$ cat src/sv/ismu_pkg.sv
// Shared types and constants for the Ising Metropolis site update block.
package ismu_pkg;

    localparam int EDGE_DEFAULT = 64;
    localparam int EDGE_MAX     = 256;
    localparam int COORD_W      = $clog2(EDGE_MAX);
    localparam int IN_COORD_W   = 6;
    localparam int RAND_W       = 16;
    localparam int THR_W        = 17;
    localparam int DE_W         = 5;
    localparam int CFG_IDX_W    = 1;

    localparam logic [THR_W-1:0] THR_RESET = THR_W'(65536);

    localparam logic [CFG_IDX_W-1:0] CFG_THR_FOUR  = 1'b0;
    localparam logic [CFG_IDX_W-1:0] CFG_THR_EIGHT = 1'b1;

    // item kinds
    localparam logic KIND_UPDATE = 1'b0;
    localparam logic KIND_LOAD   = 1'b1;

    typedef struct packed {
        logic               kind;
        logic [COORD_W-1:0] row;
        logic [COORD_W-1:0] col;
        logic               prop;
        logic [RAND_W-1:0]  rand_u;
    } ismu_cmd_t;

    typedef struct packed {
        logic                   site_spin;
        logic                   accepted;
        logic signed [DE_W-1:0] energy_change;
    } ismu_res_t;

endpackage

$ cat src/sv/ismu_front.sv
// Front end: accepts items, wraps coordinates onto the lattice, two-entry command queue.
module ismu_front #(
    parameter int EDGE = ismu_pkg::EDGE_DEFAULT
) (
    input  logic                aclk,
    input  logic                aresetn,
    input  logic                s_tvalid,
    output logic                s_tready,
    input  logic [31:0]         s_tdata,   // row[5:0], col[11:6], proposed_spin[12], rand_u[28:13]
    input  logic                s_tuser,   // kind
    output logic                cmd_valid,
    output ismu_pkg::ismu_cmd_t cmd,
    input  logic                cmd_pop
);
    import ismu_pkg::*;

    localparam int ADDR_W  = $clog2(EDGE);
    localparam int TAB_LEN = 1 << IN_COORD_W;

    // coordinate modulo EDGE, a constant table
    logic [ADDR_W-1:0] mod_tab [TAB_LEN];

    for (genvar i = 0; i < TAB_LEN; i++) begin : g_mod
        assign mod_tab[i] = ADDR_W'(i % EDGE);
    end

    ismu_cmd_t q_mem_reg [2];
    logic      wr_ptr_reg;
    logic      rd_ptr_reg;
    logic [1:0] cnt_reg;

    ismu_cmd_t in_cmd;
    logic      push;

    always_comb begin
        in_cmd.kind   = s_tuser;
        in_cmd.row    = COORD_W'(mod_tab[s_tdata[IN_COORD_W-1:0]]);
        in_cmd.col    = COORD_W'(mod_tab[s_tdata[2*IN_COORD_W-1:IN_COORD_W]]);
        in_cmd.prop   = s_tdata[2*IN_COORD_W];
        in_cmd.rand_u = s_tdata[2*IN_COORD_W+RAND_W:2*IN_COORD_W+1];
    end

    assign s_tready  = (cnt_reg != 2'd2);
    assign push      = s_tvalid && s_tready;
    assign cmd_valid = (cnt_reg != 2'd0);
    assign cmd       = q_mem_reg[rd_ptr_reg];

    always_ff @(posedge aclk) begin
        if (!aresetn) begin
            wr_ptr_reg <= 1'b0;
            rd_ptr_reg <= 1'b0;
            cnt_reg    <= 2'd0;
        end else begin
            if (push) begin
                q_mem_reg[wr_ptr_reg] <= in_cmd;
                wr_ptr_reg            <= ~wr_ptr_reg;
            end
            if (cmd_pop) begin
                rd_ptr_reg <= ~rd_ptr_reg;
            end
            case ({push, cmd_pop})
                2'b10:   cnt_reg <= cnt_reg + 2'd1;
                2'b01:   cnt_reg <= cnt_reg - 2'd1;
                default: cnt_reg <= cnt_reg;
            endcase
        end
    end

endmodule

$ cat config.mk
export PLATFORM = sky130hd
export DESIGN_NAME = ismu_front
export DESIGN_NICKNAME = d
export VERILOG_FILES = /design/src/sv/ismu_pkg.sv /design/src/sv/ismu_front.sv
export SDC_FILE = /design/constraint.sdc
export NUM_CORES = 1
export LEC_CHECK = 0
export BUFFER_PORTS_ARGS = -buffer_cell sky130_fd_sc_hd__buf_2
export CORE_MARGIN = 2
export CORE_UTILIZATION = 25
export DETAILED_ROUTE_END_ITERATION = 16
export GPL_TIMING_DRIVEN = 0
export HOLD_SLACK_MARGIN = 0.03
export SLEW_MARGIN = 40
export SYNTH_ARGS = -nofsm -noshare
export SYNTH_HDL_FRONTEND = slang
export SYNTH_SLANG_ARGS = --single-unit
$ cat constraint.sdc
create_clock -name aclk -period 4.7 [get_ports aclk]
set_input_delay 0.47 -clock aclk [delete_from_list [all_inputs] [get_ports aclk]]
set_output_delay 0.47 -clock aclk [all_outputs]
set_load 0.1 [all_outputs]
==> flow_summary.json, run 1 <==
{
  "syn_avg_cell_area_um2": 19.7,
  "grt_pass1_vias": 1370,
  "fin_worst_skew_ps": 5.46,
  "ctsResizeCount": 0,
  "antenna_violating_nets_post_route": 0,
  "area.sequential_um2": 1900,
  "io-pin-count": 73,
  "grt_max_degree": 21,
  "detail_route.drc_violations": 0,
  "max-slew-margin-rel_pct": 64.0,
  "portBuffers": 65,
  "postSynthCellCount": 123,
  "synth_compound_gate_area_share_pct": 1.03,
  "cellPowerDensity_nw_per_um2": 489,
  "finalWirelength_um": 4260,
  "rows": 35,
  "die_footprint_um2": 10500,
  "cts.hold.buffers_added": 0,
  "layout-drive-gt1-share_pct": 58.7,
  "antennaDiodeCount": 0,
  "crit_path_max_fanout": 10,
  "finalPower_uw": 1560,
  "synth_seq_area_share_pct": 78.5,
  "outcome": "completed",
  "worst_ep_required_time_ps": 4230,
  "cts_max_level": 3,
  "drt-vias-per-instance": 3.87,
  "flip_flop_count_of_the_largest_register_all_copies_and_words_added": 60,
  "min-delay-path-class": "input port to flip-flop",
  "yosys_warnings": 0,
  "global_route_wire_length_before_repair_um": 6510,
  "die_height_um": 102,
  "multiInputGateArea_um2": 487,
  "vias": 1324,
  "cts.sink_count": 65,
  "netlist_area_um2": 2420,
  "dpl_worst_slack_ps": 2700,
  "nFillCells": 954,
  "final.min_clock_period_ps": 2100,
  "fin_util_pct": 34.3,
  "wire_per_inst_um": 12.5,
  "worstSkewPairLatency_ps": 330,
  "post_synth_and_or_nand_nor_area_fraction_pct": 2.63,
  "start_util_pct": 26.0,
  "place_congestion": 0.625,
  "post-cts-setup-buffers": 0,
  "finalCritPeriodShare_pct": 44.7,
  "highest_clock_frequency_the_design_can_meet_mhz": 476,
  "final_net_count": 246,
  "arithmetic_cell_share_of_the_synthesized_area_counting_full_adders_half_adders_and_majority_gates_pct": 0.516,
  "worst_setup_path_start_kind": "flip-flop",
  "main_combinational_cell_family_by_area_after_synthesis": "multiplexers",
  "floorplan.die.width_um": 102,
  "crit_type": "flip-flop to output port",
  "cts.clk_slew.worst_paths_ps": 70,
  "overflow": 0,
  "timing.final.ws_setup_ps": 2600,
  "numCtsBuffers": 9,
  "synth.mux.area_fraction_pct": 13.9,
  "detail_route.iter0.violations": 38,
  "setup-tns-final_ps": 0,
  "drt_first_pass_iters": 4,
  "dp_hpwl_um": 3110,
  "ys_ff_latch": 65,
  "deepest_clock_path_buffer_count": 2,
  "number_of_antenna_violations_at_the_first_check_in_global_routing": 0,
  "worstMarginPinSlew_ps": 538,
  "tritoncts": "built",
  "final-hold-violation-count": 0,
  "syn_to_final_growth_pct": 32.0,
  "groute.usage.overall_pct": 8.66,
  "area_inside_the_core_boundary_um2": 9330,
  "max_cap_violations": 0,
  "critical_path_arrival_ps": 1630,
  "final_slew_violations": 0,
  "total_leakage_power_uw": 0.00121,
  "synth_xor_xnor_area_share_pct": 1.08,
  "setup_violations": 0,
  "endpoint_kind": "output port",
  "synthDistinctLibCells": 19,
  "grt_setup_unrepaired": "no",
  "cts.root.buffer_cell": "clkbuf_8",
  "ir_worst_vdd_uv": 181
}
-- critical path: stages (launching register included) --
cell     delay [ps]
dfxtp_1         350
buf_2           280
mux2_2          370
buf_2           290
-- synth_stat cells (all sizes together) --
cell type  instances  area share (%)
nor3b              1            0.31
dfxtp              5             4.1
buf                7             1.9
ha                 1            0.52
nand2              1            0.15
mux2              30              14
conb               1            0.15
or3                2            0.52
and2               3            0.77
and4               1            0.36
nor2b              1            0.26
xnor2              2            0.72
edfxtp            60              74
a21boi             2            0.62
xor2               1            0.36
o21ai              2            0.41
inv                2            0.31
or2                1            0.26
-- path summary, 6_finish.rpt --
check              start         endpoint  slack [ps]  cells after the start
max            flip-flop          cmd[20]        2600                      3
min          s_tdata[20]  q_mem_reg[0][7]         320                      1
max reg2reg   cnt_reg[1]  q_mem_reg[0][2]        2750                      6
min reg2reg   cnt_reg[1]       cnt_reg[1]         520                      2
-- where the power goes --
group,switching (µW),internal (µW),leakage [µW]
clock network,204,293,0.000104
registers,10.8,670,0.000591
logic,306,81.8,0.000514
-- layout make-up --
class,instances,share of cell area (%)
Clock inverter,7,2.66
Inverter,2,0.235
Clock buffer,9,3.87
Sequential cell,65,59.4
Buffer,7,1.41
Tap cell,129,5.04
Timing Repair Buffer,71,12.1
Multi-Input combinational cell,52,15.2
-- layer usage --
metal  vias up  part of all wire [%]  global-route usage (%)
met5         -                     0                       0
met4         0                   2.2                    4.92
met3        10                   6.1                    3.56
met2        42                    50                    13.9
met1       640                    41                    9.71
li1        632                     -                       -
-- through the flow --
step | instance area (µm²) | std cells | hold WS, ps
final | 3200 | 342 | 322
after floorplan | 2430 | 126 | 461
after detailed placement | 2990 | 326 | 508
after global routing | 3200 | 342 | 293
after CTS | 3200 | 342 | 297
after global placement | 2920 | 320 | 475
-- cell usage in the layout, fill, tap and decap left out, drive strengths merged, types with 2 or more instances in the layout --
cell type | netlist | layout
clkinv | 0 | 4
buf | 7 | 78
conb | 1 | 4
edfxtp | 60 | 60
or3 | 2 | 2
xnor2 | 2 | 2
dfxtp | 5 | 5
mux2 | 30 | 30
bufinv | 0 | 2
inv | 2 | 2
clkbuf | 0 | 9
o21ai | 2 | 2
and2 | 3 | 3
a21boi | 2 | 2
-- cells by family (layout without fill, tap and decap cells) --
| logic type | count (synthesis) | count (layout) |
|---|---|---|
| flops | 65 | 65 |
| mux | 30 | 30 |
| simple gates | 10 | 10 |
| buf+inv | 9 | 96 |
| compound gates | 4 | 4 |
| xor+xnor | 3 | 3 |
| fa+ha+maj | 1 | 1 |
| other cells | 1 | 4 |
Note: power is estimated with default switching activity, not from simulation.
==> run 2, diff against run 1 <==
Clock period 4.7 ns to 2.1 ns, I/O delays scaled along.
==> run 2 against run 1 <==
  * Cell count down 0.88%
  * Clock-buffer cell count unchanged
  * Wire length shrank 0.73%
  * Utilization up 0.11 points
  * Total power up 130%
  * Critical path depth unchanged
  * Non-clock buffer count shrank 3
  * Clock skew grew 3.2 ps
  * Clock power grew 130%
  * Worst setup slack got worse by 2300 ps
  * Final area grew 0.31%
  * Largest cell class unchanged
  * Register-to-register slack got worse by 2400 ps
==> flow_summary.json, run 2 (synthesis results as in run 1) <==
{
  "cts_max_level": 3,
  "drt_first_pass_iters": 4,
  "final.min_clock_period_ps": 1830,
  "detail_route.drc_violations": 0,
  "ir_worst_vdd_uv": 580,
  "path_delay_family": "buffers and inverters",
  "critical_path.reg2reg.startpoint": "cnt_reg[1]",
  "groute.usage.overall_pct": 8.34,
  "drt-vias-per-instance": 3.88,
  "place_congestion": 0.603,
  "wire_per_inst_um": 12.5,
  "crit_type": "flip-flop to output port",
  "timing.final.ws_setup_ps": 273,
  "tritoncts": "built",
  "grt_setup_unrepaired": "no",
  "dp_hpwl_um": 3000,
  "global_route_wire_length_before_repair_um": 6200,
  "final_net_count": 243,
  "timing.critical_path.buf_inv": 2,
  "max_stage_delay_ps": 370,
  "die_height_um": 102,
  "antenna_violating_nets_post_route": 0,
  "worst_setup_path_start_kind": "flip-flop",
  "start_util_pct": 26.0,
  "worstMarginPinSlew_ps": 616,
  "cts.sink_count": 65,
  "clock_power_share_pct": 32.4,
  "flip_flop_count_of_the_largest_register_all_copies_and_words_added": 60,
  "layout-drive-gt1-share_pct": 60.5,
  "ctsResizeCount": 0,
  "min_from": "s_tdata[18]",
  "combPwrFrac_pct": 24.6,
  "outcome": "completed",
  "power_report.internal_total_uw": 2350,
  "setup_violations": 0,
  "worstSkewPairLatency_ps": 330,
  "fin_worst_skew_ps": 8.61,
  "path_cells": "buf_2 > mux2_2 > buf_2",
  "endpoint_kind": "output port",
  "cts.hold.buffers_added": 0,
  "commonest_cells_after_routing_fill_and_taps_aside": "buf_2, edfxtp_1, mux2_2",
  "max-slew-margin-rel_pct": 58.9,
  "dpl_worst_slack_ps": 304,
  "area.sequential_um2": 1900,
  "power.share.switching_pct": 33.7,
  "syn_to_final_growth_pct": 32.4,
  "crit_slowest_cell": "mux2_2",
  "min-delay-path-class": "input port to flip-flop",
  "final-hold-violation-count": 0,
  "final.hold.worst_slack_ps": 61.3,
  "cts.root.buffer_cell": "clkbuf_8",
  "nFillCells": 938,
  "grt_pass1_vias": 1253,
  "highest_clock_frequency_the_design_can_meet_mhz": 547,
  "area_inside_the_core_boundary_um2": 9330,
  "die_footprint_um2": 10500,
  "worst_ep_required_time_ps": 1890,
  "cellPowerDensity_nw_per_um2": 1110,
  "finalCritPeriodShare_pct": 87.0,
  "power.share.sequential_pct": 43.0,
  "max_cap_violations": 0,
  "rows": 35,
  "detail_route.iter0.violations": 13,
  "io-pin-count": 73,
  "cts.clk_slew.worst_paths_ps": 80,
  "overflow": 0,
  "critical_path.most_common_cell": "buf_2",
  "critical_path_arrival_ps": 1620,
  "crit_path_max_fanout": 10,
  "multiInputGateArea_um2": 503,
  "total_leakage_power_uw": 0.00120,
  "portBuffers": 65,
  "vias": 1314,
  "post-cts-setup-buffers": 0,
  "finalWirelength_um": 4230,
  "final_slew_violations": 0,
  "deepest_clock_path_buffer_count": 2,
  "numCtsBuffers": 9,
  "number_of_antenna_violations_at_the_first_check_in_global_routing": 0,
  "antennaDiodeCount": 0,
  "switchingPower_uw": 1200,
  "floorplan.die.width_um": 102,
  "layout_commonest_cell": "buf_2",
  "grt_max_degree": 17
}
==> run 2: power by group through the flow <==
stage / sequential [µW] / combinational [µW] / clock, µW
2_1_floorplan: 1550 / 739 / 0
3_3_place_gp: 1560 / 861 / 0
3_5_place_dp: 1560 / 881 / 0
4_1_cts: 1530 / 884 / 1190
5_1_grt: 1530 / 910 / 1250
6_report: 1530 / 874 / 1150
==> run 2: layer usage <==
layer / track usage (%) / up-vias / wire (µm)
li1: - / 625 / -
met1: 9.71 / 630 / 1770
met2: 13.0 / 48 / 2030
met3: 3.08 / 11 / 330
met4: 5.23 / 0 / 100
met5: 0 / - / 0
==> run 2: path summary, 6_finish.rpt <==
kind                            cells after the start  slack [ps]          endpoint
worst max-delay path                                3         270           cmd[27]
worst min register to register                      2         510        cnt_reg[1]
worst max register to register                      5         330  q_mem_reg[0][18]
worst min-delay path                                1          60   q_mem_reg[0][5]
==> run 2: stage by stage <==
| stage | instance area [µm²] | TNS [ps] | total power (µW) | utilization [%] | std cells |
|---|---|---|---|---|---|
| after detailed placement | 2990 | 0 | 2440 | 32.1 | 323 |
| after floorplan | 2460 | -1890 | 2290 | - | 126 |
| after CTS | 3210 | 0 | 3610 | 34.4 | 339 |
| after global placement | 2950 | -9020 | 2420 | 31.6 | 320 |
| final | 3210 | 0 | 3550 | 34.4 | 339 |
| after global routing | 3210 | 0 | 3690 | 34.4 | 339 |
==> run 2: area by class of cell <==
| type | count | share of cell area [%] |
|---|---|---|
| inverter | 2 | 0.351 |
| multi-input combinational | 52 | 15.7 |
| clock inverter | 7 | 2.92 |
| buffer | 7 | 1.40 |
| clock buffer | 9 | 3.86 |
| sequential | 65 | 59.3 |
| timing repair buffer | 68 | 11.5 |
| tap | 129 | 5.03 |
==> run 3, diff against run 2 <==
Settings changed: CTS_BUF_LIST set to sky130_fd_sc_hd__clkbuf_2 sky130_fd_sc_hd__clkbuf_4 sky130_fd_sc_hd__clkbuf_8, REMOVE_ABC_BUFFERS set to 1.
==> run 3 against run 2 <==
  * Flip-flop and latch count unchanged
  * Cell count decreased by 1.2%
  * Sequential power about the same
  * Critical path depth unchanged
  * Clock-buffer cell count increased by 1
  * Global-route usage increased by 0.20 points
  * Critical path type unchanged
  * Largest cell class unchanged
==> flow_summary.json, run 3 (synthesis results as in run 1) <==
{
  "outcome": "completed",
  "ir_worst_vdd_uv": 596,
  "highest_clock_frequency_the_design_can_meet_mhz": 507,
  "tritoncts": "built",
  "clock_power_share_pct": 32.1,
  "critical_path.reg2reg.startpoint": "cnt_reg[0]",
  "switchingPower_uw": 1170,
  "power.share.switching_pct": 33.2,
  "groute.usage.overall_pct": 8.54,
  "grt_setup_unrepaired": "no",
  "deepest_clock_path_buffer_count": 2,
  "setup_violations": 0,
  "drt-vias-per-instance": 3.92,
  "total_leakage_power_uw": 0.00118,
  "vias": 1312,
  "io-pin-count": 73,
  "area.sequential_um2": 1900,
  "wire_per_inst_um": 13.0,
  "final-hold-violation-count": 0,
  "drt_first_pass_iters": 4,
  "worst_ep_required_time_ps": 1890,
  "antennaDiodeCount": 0,
  "crit_path_max_fanout": 18,
  "die_footprint_um2": 10500,
  "layout-drive-gt1-share_pct": 57.8,
  "finish.cell_count_without_fillers": 335,
  "combPwrFrac_pct": 24.3,
  "crit_slowest_cell": "dfxtp_2",
  "endpoint_kind": "output port",
  "multiInputGateArea_um2": 493,
  "nFillCells": 920,
  "syn_to_final_growth_pct": 31.3,
  "grt_max_degree": 19,
  "commonest_cells_after_routing_fill_and_taps_aside": "buf_2, edfxtp_1, mux2_2",
  "min-delay-path-class": "input port to flip-flop",
  "final_slew_violations": 0,
  "finalWirelength_um": 4340,
  "power_report.internal_total_uw": 2350,
  "final.min_clock_period_ps": 1970,
  "cellPowerDensity_nw_per_um2": 1110,
  "die_height_um": 102,
  "floorplan.die.width_um": 102,
  "worstMarginPinSlew_ps": 513,
  "cts.root.buffer_cell": "clkbuf_8",
  "max-slew-margin-rel_pct": 66.1,
  "max_cap_violations": 0,
  "portBuffers": 65,
  "overflow": 0,
  "rows": 35,
  "worst_setup_path_start_kind": "flip-flop",
  "detail_route.iter0.violations": 24,
  "crit_type": "flip-flop to output port",
  "antenna_violating_nets_post_route": 0,
  "final_net_count": 239,
  "numPlacedInstances": 319,
  "finalPower_uw": 3520,
  "cts_max_level": 3,
  "post-cts-setup-buffers": 0,
  "numCtsBuffers": 9,
  "fin_worst_skew_ps": 5.68,
  "place_congestion": 0.607,
  "finalCritPeriodShare_pct": 93.9,
  "path_cells": "buf_16 > mux2_2 > buf_2",
  "dp_hpwl_um": 3090,
  "critical_path_arrival_ps": 1760,
  "start_util_pct": 26.0,
  "detail_route.drc_violations": 0,
  "min_from": "s_tdata[4]",
  "worstSkewPairLatency_ps": 330,
  "area_inside_the_core_boundary_um2": 9330,
  "cts.clk_slew.worst_paths_ps": 70,
  "final.hold.worst_slack_ps": 65.9,
  "power.share.sequential_pct": 43.6,
  "max_stage_delay_ps": 560,
  "cts.sink_count": 65,
  "layout_commonest_cell": "buf_2",
  "fin_util_pct": 34.1,
  "global_route_wire_length_before_repair_um": 6450,
  "number_of_antenna_violations_at_the_first_check_in_global_routing": 0,
  "grt_pass1_vias": 1341,
  "flip_flop_count_of_the_largest_register_all_copies_and_words_added": 60
}
==> run 3: changes by cell type in the layout (fill, tap and decap cells not counted), sizes merged <==
| cell | delta |
|---|---|
| buf | -4 |
| clkbuf | +1 |
| clkinv | -1 |
==> run 3: power groups by stage <==
stage	Sequential (µW)	Combinational, µW	Clock (µW)
2_1_floorplan	1560	703	0
3_3_place_gp	1580	817	0
5_1_grt	1550	894	1220
3_5_place_dp	1570	863	0
4_1_cts	1540	864	1180
6_report	1540	857	1130
==> run 3: worst max-delay path: cells and delay by family, from the launching register on <==
kind / cells / cell delay (ps)
flops: 1 / 560
buf+inv: 2 / 510
mux: 1 / 350
==> run 3: layout make-up <==
cell class	count	area share [%]
clock inverter	6	2.60
clock buffer	10	4.13
inverter	2	0.236
tap	129	5.07
sequential	65	59.8
multi-input combinational	52	15.5
timing repair buffer	71	12.7
==> run 3: stage by stage <==
step / setup WS [ps] / setup TNS [ps] / cell area [µm²]
final: 128 / 0 / 3180
after global routing: 27.2 / 0 / 3180
after CTS: 40.1 / 0 / 3180
after detailed placement: 52.8 / 0 / 2960
after global placement: -2710 / -91820 / 2880
after floorplan: -1890 / -65190 / 2390
==> run 3: worst paths after layout <==
kind	to	slack (ps)	cells after the start
worst max-delay path	cmd[9]	130	3
worst max register to register	q_mem_reg[0][12]	200	6
worst min register to register	cnt_reg[1]	520	2
worst min-delay path	q_mem_reg[0][27]	70	1
==> run 3: routing by layer <==
| metal | share of wire [%] | wire, µm | GRT usage (%) |
|---|---|---|---|
| met2 | 50 | 2170 | 14.2 |
| met3 | 6.0 | 259 | 2.74 |
| met4 | 1.8 | 78 | 5.23 |
| met1 | 42 | 1830 | 9.53 |
| met5 | 0 | 0 | 0 |
==> run 3: what timing repair did <==
item | 4_1_cts | 5_1_grt
hold endpoints to repair | 0 | 0
setup endpoints to repair | 0 | 8
gates resized for setup | 0 | 1
hold buffers | 0 | 0
